$ cat config.mk
export PLATFORM = sky130hd
export DESIGN_NAME = midi_voice_allocator
export DESIGN_NICKNAME = d
export VERILOG_FILES = /design/src/sv/mva_pkg.sv /design/src/sv/mva_ctrl.sv /design/src/sv/mva_datapath.sv /design/src/sv/midi_voice_allocator.sv
export SDC_FILE = /design/constraint.sdc
export NUM_CORES = 1
export LEC_CHECK = 0
export BUFFER_PORTS_ARGS = -buffer_cell sky130_fd_sc_hd__buf_2
export CAP_MARGIN = 5
export CORE_MARGIN = 2
export CORE_UTILIZATION = 54
export CTS_BUF_LIST = sky130_fd_sc_hd__clkbuf_4
export DETAILED_ROUTE_END_ITERATION = 7
export HOLD_SLACK_MARGIN = 0.08
export PLACE_DENSITY = 0.78
export SLEW_MARGIN = 20
export SYNTH_ARGS = -nofsm -noshare
export SYNTH_HDL_FRONTEND = slang
export SYNTH_SLANG_ARGS = --single-unit
$ cat constraint.sdc
create_clock -name i_clk -period 5.3 [get_ports i_clk]
set_clock_uncertainty 0.1 [all_clocks]
set_input_delay 1.59 -clock i_clk [delete_from_list [all_inputs] [get_ports i_clk]]
set_output_delay 1.59 -clock i_clk [all_outputs]
set_load 0.005 [all_outputs]
$ cat src/sv/mva_pkg.sv
`timescale 1ns / 1ps
// ----------------------------------------------------------------------------
// mva_pkg
// Shared types and constants of the MIDI voice allocator.
// ----------------------------------------------------------------------------
package mva_pkg;

    localparam int VOICE_COUNT_DEF = 8;

    localparam logic [3:0] KIND_NOTE_OFF = 4'h8;
    localparam logic [3:0] KIND_NOTE_ON  = 4'h9;
    localparam logic [3:0] KIND_CONTROL  = 4'hB;
    localparam logic [3:0] KIND_BEND     = 4'hE;

    localparam logic [6:0] CC_VOLUME     = 7'd7;
    localparam logic [6:0] VOLUME_FULL   = 7'd127;

    localparam logic [2:0] EV_IGNORED    = 3'd0;
    localparam logic [2:0] EV_ASSIGNED   = 3'd1;
    localparam logic [2:0] EV_NO_VOICE   = 3'd2;
    localparam logic [2:0] EV_RELEASED   = 3'd3;
    localparam logic [2:0] EV_UNMATCHED  = 3'd4;
    localparam logic [2:0] EV_CONTROL    = 3'd5;
    localparam logic [2:0] EV_BEND       = 3'd6;

    typedef struct packed {
        logic [7:0] status_byte;
        logic [6:0] first_data;
        logic [6:0] second_data;
    } t_in_item;

    typedef struct packed {
        logic [2:0]  event_code;
        logic [2:0]  voice_index;
        logic [6:0]  note_number;
        logic [6:0]  velocity;
        logic [3:0]  channel;
        logic [6:0]  controller_number;
        logic [6:0]  controller_value;
        logic [13:0] bend_value;
        logic [6:0]  volume_level;
    } t_out_item;

    typedef struct packed {
        logic load;
        logic scan;
        logic commit;
    } t_cmd;

    typedef struct packed {
        logic scan_done;
        logic out_free;
    } t_sts;

endpackage

$ cat src/sv/mva_ctrl.sv
`timescale 1ns / 1ps
// ----------------------------------------------------------------------------
// mva_ctrl
// Sequencer: accept a message, scan the voice slots, commit the result.
// ----------------------------------------------------------------------------
module mva_ctrl (
    input  logic          i_clk,
    input  logic          i_rst_n,
    input  logic          i_in_valid,
    input  mva_pkg::t_sts i_sts,
    output mva_pkg::t_cmd o_cmd,
    output logic          o_in_stall
);
    import mva_pkg::*;

    typedef enum logic [1:0] {
        S_IDLE,
        S_SCAN,
        S_FINISH
    } t_state;

    t_state r_state, n_state;

    always_comb begin
        n_state = r_state;
        case (r_state)
            S_IDLE:   if (i_in_valid) n_state = S_SCAN;
            S_SCAN:   if (i_sts.scan_done) n_state = S_FINISH;
            S_FINISH: if (i_sts.out_free) n_state = S_IDLE;
            default:  n_state = S_IDLE;
        endcase
    end

    always_ff @(posedge i_clk) begin
        if (!i_rst_n) begin
            r_state <= S_IDLE;
        end else begin
            r_state <= n_state;
        end
    end

    assign o_in_stall   = (r_state != S_IDLE);
    assign o_cmd.load   = (r_state == S_IDLE) && i_in_valid;
    assign o_cmd.scan   = (r_state == S_SCAN);
    assign o_cmd.commit = (r_state == S_FINISH) && i_sts.out_free;

endmodule

$ cat src/sv/mva_datapath.sv
`timescale 1ns / 1ps
// ----------------------------------------------------------------------------
// mva_datapath
// Message registers, voice slot store, slot scan and result register.
// ----------------------------------------------------------------------------
module mva_datapath #(
    parameter int VOICE_COUNT = mva_pkg::VOICE_COUNT_DEF
) (
    input  logic               i_clk,
    input  logic               i_rst_n,
    input  mva_pkg::t_in_item  i_in_data,
    input  mva_pkg::t_cmd      i_cmd,
    input  logic               i_out_stall,
    output mva_pkg::t_sts      o_sts,
    output logic               o_out_valid,
    output mva_pkg::t_out_item o_out_data
);
    import mva_pkg::*;

    localparam int          IW   = (VOICE_COUNT > 1) ? $clog2(VOICE_COUNT) : 1;
    localparam logic [IW-1:0] LAST = IW'(VOICE_COUNT - 1);

    logic [3:0]     r_kind;
    logic [3:0]     r_chan;
    logic [6:0]     r_d1;
    logic [6:0]     r_d2;

    logic [6:0]     r_note_mem [VOICE_COUNT];
    logic [VOICE_COUNT-1:0] r_busy;
    logic [6:0]     r_volume;

    logic [IW-1:0]  r_raddr;
    logic [6:0]     r_rd_note;
    logic           r_rd_busy;
    logic [IW-1:0]  r_rd_idx;
    logic           r_rd_vld;

    logic           r_found;
    logic [IW-1:0]  r_slot;

    logic           r_out_valid;
    t_out_item      r_out_data;

    logic           is_on, is_off, is_note, hit, done;
    logic [6:0]     n_volume;
    logic [IW+2:0]  slot_ext;
    t_out_item      n_out;

    assign is_on   = (r_kind == KIND_NOTE_ON) && (r_d2 != 7'd0);
    assign is_off  = (r_kind == KIND_NOTE_OFF) || ((r_kind == KIND_NOTE_ON) && (r_d2 == 7'd0));
    assign is_note = is_on || is_off;

    assign hit  = is_on ? !r_rd_busy : (r_rd_busy && (r_rd_note == r_d1));
    assign done = !is_note || (r_rd_vld && (hit || (r_rd_idx == LAST)));

    assign o_sts.scan_done = done;
    assign o_sts.out_free  = !r_out_valid || !i_out_stall;

    always_ff @(posedge i_clk) begin
        if (i_cmd.load) begin
            r_kind <= i_in_data.status_byte[7:4];
            r_chan <= i_in_data.status_byte[3:0];
            r_d1   <= i_in_data.first_data;
            r_d2   <= i_in_data.second_data;
        end
    end

    // registered slot read, one slot per cycle
    always_ff @(posedge i_clk) begin
        if (i_cmd.scan) begin
            r_rd_note <= r_note_mem[r_raddr];
            r_rd_busy <= r_busy[r_raddr];
            r_rd_idx  <= r_raddr;
        end
        if (i_cmd.scan && done) begin
            r_found <= is_note && hit;
            r_slot  <= r_rd_idx;
        end
        if (i_cmd.commit && is_on && r_found) begin
            r_note_mem[r_slot] <= r_d1;
        end
    end

    always_ff @(posedge i_clk) begin
        if (!i_rst_n) begin
            r_raddr  <= '0;
            r_rd_vld <= 1'b0;
        end else if (i_cmd.load) begin
            r_raddr  <= '0;
            r_rd_vld <= 1'b0;
        end else if (i_cmd.scan) begin
            r_rd_vld <= 1'b1;
            if (r_raddr != LAST) r_raddr <= r_raddr + IW'(1);
        end
    end

    always_comb begin
        n_volume = r_volume;
        if ((r_kind == KIND_CONTROL) && (r_d1 == CC_VOLUME)) n_volume = r_d2;
    end

    assign slot_ext = {3'b000, r_slot};

    always_comb begin
        n_out              = '0;
        n_out.channel      = r_chan;
        n_out.volume_level = n_volume;
        n_out.event_code   = EV_IGNORED;
        if (is_on) begin
            n_out.note_number = r_d1;
            n_out.velocity    = r_d2;
            if (r_found) begin
                n_out.event_code  = EV_ASSIGNED;
                n_out.voice_index = slot_ext[2:0];
            end else begin
                n_out.event_code  = EV_NO_VOICE;
            end
        end else if (is_off) begin
            n_out.note_number = r_d1;
            if (r_found) begin
                n_out.event_code  = EV_RELEASED;
                n_out.voice_index = slot_ext[2:0];
            end else begin
                n_out.event_code  = EV_UNMATCHED;
            end
        end else if (r_kind == KIND_CONTROL) begin
            n_out.event_code        = EV_CONTROL;
            n_out.controller_number = r_d1;
            n_out.controller_value  = r_d2;
        end else if (r_kind == KIND_BEND) begin
            n_out.event_code = EV_BEND;
            n_out.bend_value = {r_d2, r_d1};
        end
    end

    always_ff @(posedge i_clk) begin
        if (!i_rst_n) begin
            r_busy      <= '0;
            r_volume    <= VOLUME_FULL;
            r_out_valid <= 1'b0;
        end else begin
            if (i_cmd.commit) begin
                r_volume    <= n_volume;
                r_out_valid <= 1'b1;
                if (is_note && r_found) r_busy[r_slot] <= is_on;
            end else if (!i_out_stall) begin
                r_out_valid <= 1'b0;
            end
        end
    end

    always_ff @(posedge i_clk) begin
        if (i_cmd.commit) r_out_data <= n_out;
    end

    assign o_out_valid = r_out_valid;
    assign o_out_data  = r_out_data;

endmodule

$ cat src/sv/midi_voice_allocator.sv
`timescale 1ns / 1ps
// ----------------------------------------------------------------------------
// midi_voice_allocator
// First-free polyphonic voice allocation for MIDI channel messages.
//
// channel  direction  handshake                   payload
// in       input      i_in_valid / o_in_stall     i_in_data  (t_in_item)
// out      output     o_out_valid / i_out_stall   o_out_data (t_out_item)
//
// Note messages run the slot scan, one slot per cycle through the registered
// slot store up to the first hit or the last slot; other messages skip it.
// One message is in work at a time; the next transfer is taken once the
// result sits in the output register, even if that result is still stalled.
// Reset frees every voice and sets volume to full.
// ----------------------------------------------------------------------------
module midi_voice_allocator #(
    parameter int VOICE_COUNT = mva_pkg::VOICE_COUNT_DEF
) (
    input  logic               i_clk,
    input  logic               i_rst_n,
    input  logic               i_in_valid,
    output logic               o_in_stall,
    input  mva_pkg::t_in_item  i_in_data,
    output logic               o_out_valid,
    input  logic               i_out_stall,
    output mva_pkg::t_out_item o_out_data
);
    import mva_pkg::*;

    t_cmd cmd;
    t_sts sts;

    mva_ctrl u_ctrl (
        .i_clk      (i_clk),
        .i_rst_n    (i_rst_n),
        .i_in_valid (i_in_valid),
        .i_sts      (sts),
        .o_cmd      (cmd),
        .o_in_stall (o_in_stall)
    );

    mva_datapath #(
        .VOICE_COUNT (VOICE_COUNT)
    ) u_datapath (
        .i_clk       (i_clk),
        .i_rst_n     (i_rst_n),
        .i_in_data   (i_in_data),
        .i_cmd       (cmd),
        .i_out_stall (i_out_stall),
        .o_sts       (sts),
        .o_out_valid (o_out_valid),
        .o_out_data  (o_out_data)
    );

endmodule

* After elaboration in Yosys (flattened, before gate mapping)
Memories as Yosys holds them, arrays and structs flattened. A register that Yosys moved wholly into a read port is not among the register bits.
Cells that the tools add are included.
** Operators by class
- $add $sub $neg :: 1
- $lt $le $gt $ge :: 3
- Eq/ne operators :: 14
- Multiplexer cells :: 23
- Bitwise gates (word level) :: 3
- Reduce and logical (&&, ||, !) cells :: 32
** Operator list (count)
- == test 4 bit (second input constant) :: 4
- 2-to-1 mux 3 bit :: 5
- logical AND 1 bit :: 13
- 2-to-1 mux 13 bit :: 1
- 2-to-1 mux 10 bit :: 1
- bitwise mux 8 bit :: 1
- less-than comparator 3 x 4 -> 1 bit (second input constant) :: 2
- 2-to-1 mux 2 bit :: 4
- == test 7 x 3 -> 1 bit (second input constant) :: 1
- == test 7 bit :: 1
- logical NOT 7 bit :: 1
- 2-to-1 mux 1 bit :: 7
- 2-to-1 mux 7 bit :: 1
- nonzero test 7 bit :: 1
- case mux 2 bit (3 select lines) :: 1
- logical OR 1 bit :: 5
- logical NOT 1 bit :: 4
- != test 2 x 1 -> 1 bit (second input constant) :: 2
- != test 2 bit (second input constant) :: 2
- AND reduction 2 bit :: 2
- OR reduction 4 bit :: 1
- adder 3 x 1 -> 3 bit (second input constant) :: 1
- binary-select mux 1 bit (select 3 bit) :: 1
- demux 1 bit (select 3 bit) :: 1
- other kinds (11) :: 13
** Word-level totals
- Register bits after elaboration :: 111
- Memory bits (writable) :: 56
- Bits of input ports :: 26
- Output and inout port bits :: 61
- Logic and storage cells :: 100
- Memories kept :: 1
** Memories
- u_datapath.r_note_mem :: depth 8, width 7, rd ports 1, clocked after Yosys merged registers in 1, wr ports 1, RTL line mva_datapath.sv:28 : logic [6:0] r_note_mem [VOICE_COUNT];

* Logic depth before layout (Yosys ltp)
- Depth in word-level cells :: 8
- Gate-level depth with buffers :: 7
- Depth with buffers taken out :: 5

* Cells and area by module
From an unflattened synthesis, not the netlist that was laid out.
** Unflattened totals
- Cell total of the unflattened synthesis :: 388
- Area total of the unflattened synthesis :: 6726.5 µm²
** Modules (own cells, without submodules)
- mva_datapath :: instances 1, cells an instance 373, area each 6598.8 µm², seq. area each 4964.8 µm²
- mva_ctrl :: instances 1, cells an instance 15, area each 127.6 µm², seq. area each 40.0 µm²

* Worst setup path after synthesis
No wires, ideal clock.
- Kind :: input port to flip-flop
- From :: input port i_out_stall
- To :: register u_datapath.r_volume[1]
- Library setup time :: 130 ps
- Data arrival time :: 5277 ps
- Required time :: 5070 ps
- Slack :: -207 ps
- Cell stages on the path :: 5
- Path buffers :: 1
- Cell sequence :: a21oi_1 nor2b_1 buf_2 mux2i_1 nand2_1
** Between the ends
- Word-level cells in the longest chain between the ends :: 3
** RTL lines
- start, declared :: RTL line midi_voice_allocator.sv:25 : input logic i_out_stall,
- logical NOT 1 bit :: RTL line mva_datapath.sv:57 : assign o_sts.out_free = !r_out_valid || !i_out_stall;
- logical OR 1 bit :: RTL line mva_datapath.sv:57
- logical AND 1 bit :: RTL line mva_ctrl.sv:45 : assign o_cmd.commit = (r_state == S_FINISH) && i_sts.out_free;
- end signal, assigned :: RTL line mva_datapath.sv:143 : r_volume <= n_volume;
- end, declared :: RTL line mva_datapath.sv:30 : logic [6:0] r_volume;
No other way between the ends.
A chain may end at the register's enable or synchronous reset.

* Worst setup path in the final report
- From :: input port i_out_stall
- To :: memory u_datapath.r_note_mem[0][4] (enable)
** Between the ends
- Word-level cells in the longest chain between the ends :: 7
** RTL lines
- logical NOT 1 bit :: RTL line mva_datapath.sv:57
- logical OR 1 bit :: RTL line mva_datapath.sv:57
- logical AND 1 bit :: RTL line mva_ctrl.sv:45
- logical AND 1 bit (2 in series) :: RTL line mva_datapath.sv:79 : if (i_cmd.commit && is_on && r_found) begin
- 2-to-1 mux 1 bit :: RTL line mva_datapath.sv:79
- 2-to-1 mux 1 bit (implied by the code) :: RTL line mva_datapath.sv:80 : r_note_mem[r_slot] <= r_d1;
- end, declared :: RTL line mva_datapath.sv:28
No other way between the ends.

==> impl_metrics.env <==
export IMPL_clock_path_buffers=2
export IMPL_hold_class="reg2reg"
export IMPL_track_usage=0.202
export IMPL_synth_nets=408
export IMPL_ir_drop_mv=0.291
export IMPL_fillers=824
export IMPL_relSlewSlack=0.322
export IMPL_layout_commonest_cell="edfxtp_1"
export IMPL_cts_setup_buffers=0
export IMPL_ys_warn_count=0
export IMPL_dp_slack_ps=1300
export IMPL_grt_pass1_wl_mm=19.3
export IMPL_crit_required_ps=5380
export IMPL_cts_tree="built"
export IMPL_overflow=0
export IMPL_ys_seq_area_frac=0.749
export IMPL_ios=87
export IMPL_maxCapViolCount=0
export IMPL_placed_cell_area_um2=7300
export IMPL_cts_hold_buf=0
export IMPL_die_h_um=115
export IMPL_cts_resized_gates=0
export IMPL_fin_util=0.633
export IMPL_layout_min_cycle_time_ps=3410
export IMPL_rsz0062_at_grt="no"
export IMPL_row_count=40
export IMPL_end_kind="register"
export IMPL_power_density_nw_per_um2=327
export IMPL_outcome="finished clean"
export IMPL_areaGrowthSynthToFinish_pct=14.3
export IMPL_crit_type="in2reg"
export IMPL_dp_hpwl_mm=8.36
export IMPL_wl_per_cell_um=19.1
export IMPL_final_hold_violation_count=0
export IMPL_numCtsBuffers=17
export IMPL_coreArea_um2=12100
export IMPL_h_tree_depth=4
export IMPL_max_stage_delay_ps=820
export IMPL_setup_viol=0
export IMPL_stdcell_area_um2=7630
export IMPL_dieArea_um2=13300
export IMPL_power_leakage_uw=0.00259
export IMPL_drive_above_1_share=0.349
export IMPL_die_w_um=115
export IMPL_final_cell_mix="edfxtp_1 (152), buf_2 (86), and2_1 (34)"
export IMPL_ys_types=48
export IMPL_synth_async_reset_ratio=0
export IMPL_nets=502
export IMPL_setup_ws_ps=1890
export IMPL_cts_sinks=174
export IMPL_io_buffers=86
export IMPL_crit_top_cell="nand2_1"
export IMPL_slowest_stage="nor3_1"
export IMPL_vias=3571
export IMPL_syn_inst=380
export IMPL_grt_pass1_vias=3509
export IMPL_crit_buf_inv=1
export IMPL_gp_congestion=0.786
export IMPL_hold_slack_ps=333
export IMPL_ff_latch_area_um2=5010
export IMPL_synth_edf_count=152
export IMPL_drc=0
export IMPL_syn_mean_instance_area_um2=17.6
export IMPL_ys_ff_latch=174
export IMPL_fin_setup_tns_ps=0
export IMPL_ant_nets=0
export IMPL_max_freq_mhz=293
export IMPL_antenna_found_initial=1
export IMPL_startpoint_type="input pin"
export IMPL_path_cells="buf_2 > nand2_1 > nor4b_1 > nand2_1 > nor3_1"
export IMPL_synth_area_um2=6680
export IMPL_clk_latency_ps=560
export IMPL_wirelength_mm=12.5
export IMPL_clkTransAtPathRegs_ps=120
export IMPL_dr_pass1_iters=4
export IMPL_finalMaxSlewViolations=0
export IMPL_ys_flop_type="edfxtp_1"
export IMPL_worst_path_dominant_cell_family="simple AND/OR/NAND/NOR gates"
export IMPL_vias_per_cell=5.44
export IMPL_cp_max_fo=8
export IMPL_multi_input_area_um2=1620
export IMPL_initial_core_util=0.554
export IMPL_drt_initial_drc_count=228
export IMPL_period_share=0.644
export IMPL_critPathArrivalTime_ps=3490
export IMPL_grt_start_max_net_pins=60
export IMPL_cts_root_buf="clkbuf_4"
export IMPL_tightest_slew_ps=1010
[worst register-to-register path, delay by kind of cell, from the launching register on]
kind	cells	cell delay, ps
flops	1	450
simple gates	4	1950
[metrics by stage]
stage                     std cells  total power [uW]
after floorplan                 380              1650
after global placement          623              1700
after detailed placement        623              1710
after CTS                       655              2510
after global routing            656              2580
final                           656              2500
[worst paths after layout]
| kind | start | end | slack [ps] | cells past startpoint |
|---|---|---|---|---|
| worst max-delay path | i_out_stall | u_datapath.r_note_mem[0][4]$_DFFE_PP_ | 1890 | 5 |
| worst min-delay path | u_datapath.r_chan[0]$_DFFE_PP_ | u_datapath.o_out_data[35]$_DFFE_PP_ | 330 | 0 |
| worst max register to register | u_datapath.r_kind[2]$_DFFE_PP_ | u_datapath.r_note_mem[0][4]$_DFFE_PP_ | 2420 | 4 |
| worst min register to register | u_datapath.r_chan[0]$_DFFE_PP_ | u_datapath.o_out_data[35]$_DFFE_PP_ | 330 | 0 |
[power by group]
part / switching (uW) / internal (uW) / total (uW)
logic: 56.3 / 48.3 / 105
clock network: 438 / 380 / 818
registers: 42.7 / 1530 / 1570
[cell usage after synthesis (2+ instances only)]
| library cell | n | area [um^2] |
|---|---|---|
| ha_1 | 2 | 25.0 |
| a21oi_1 | 4 | 20.0 |
| and4b_1 | 2 | 20.0 |
| nor2_2 | 2 | 12.5 |
| mux2i_1 | 14 | 140 |
| nand2b_1 | 4 | 25.0 |
| o21a_1 | 3 | 22.5 |
| xor2_1 | 6 | 52.6 |
| nor4_1 | 2 | 12.5 |
| buf_2 | 3 | 15.0 |
| nand2_1 | 13 | 48.8 |
| inv_1 | 3 | 11.3 |
| nor2b_1 | 4 | 25.0 |
| and2_1 | 34 | 213 |
| edfxtp_1 | 152 | 4560 |
| and3_1 | 8 | 50.1 |
| mux2_2 | 16 | 180 |
| nor2_1 | 25 | 93.8 |
| dfxtp_1 | 22 | 440 |
| xnor2_1 | 2 | 17.5 |
| nor3_1 | 3 | 15.0 |
| o21ai_0 | 5 | 25.0 |
| clkbuf_1 | 10 | 37.5 |
| and2_2 | 2 | 15.0 |
| mux4_2 | 16 | 360 |
[final cells by class]
cell class | instances | share of cell area
sequential | 174 | 0.656
inverter | 3 | 0.00148
antenna | 1 | 0.000328
timing repair buffer | 89 | 0.0594
tap | 168 | 0.0275
clock inverter | 14 | 0.0248
clock buffer | 18 | 0.0177
multi-input combinational | 189 | 0.213
[layer usage]
| layer | vias up | global-route usage | wire length (um) |
|---|---|---|---|
| met2 | 107 | 0.316 | 6270 |
| met4 | 0 | 0.0851 | 329 |
| met5 | - | 0 | 0 |
| met3 | 21 | 0.0527 | 640 |
| li1 | 1640 | - | - |
| met1 | 1803 | 0.271 | 5290 |
[sequential cells by signal (all words and copies together) (netlist names)]
| signal | flops |
|---|---|
| u_datapath.r_rd_vld | 1 |
| u_datapath.r_rd_note | 7 |
| u_datapath.r_busy | 8 |
| u_datapath.r_raddr | 3 |
| u_datapath.o_out_valid | 1 |
| u_datapath.r_d2 | 7 |
| u_datapath.r_rd_busy | 1 |
| u_datapath.r_note_mem | 56 |
| u_datapath.r_kind | 4 |
| u_datapath.r_d1 | 7 |
| u_datapath.r_volume | 7 |
| u_datapath.r_slot | 3 |
| u_datapath.o_out_data | 59 |
| u_datapath.r_rd_idx | 3 |
| u_ctrl.r_state | 2 |
| u_datapath.r_chan | 4 |
| u_datapath.r_found | 1 |
[logic make-up after synthesis]
group,Yosys count,share of synthesized area
AO/OA/AOI/OAI,20,0.0244
XOR/XNOR,8,0.0105
adder cells (fa/ha/maj),2,0.00375
buffers and inverters,17,0.0103
flip-flops,174,0.749
multiplexers,46,0.102
AND/OR/NAND/NOR,113,0.0999
(Power assumes the default switching activity.)
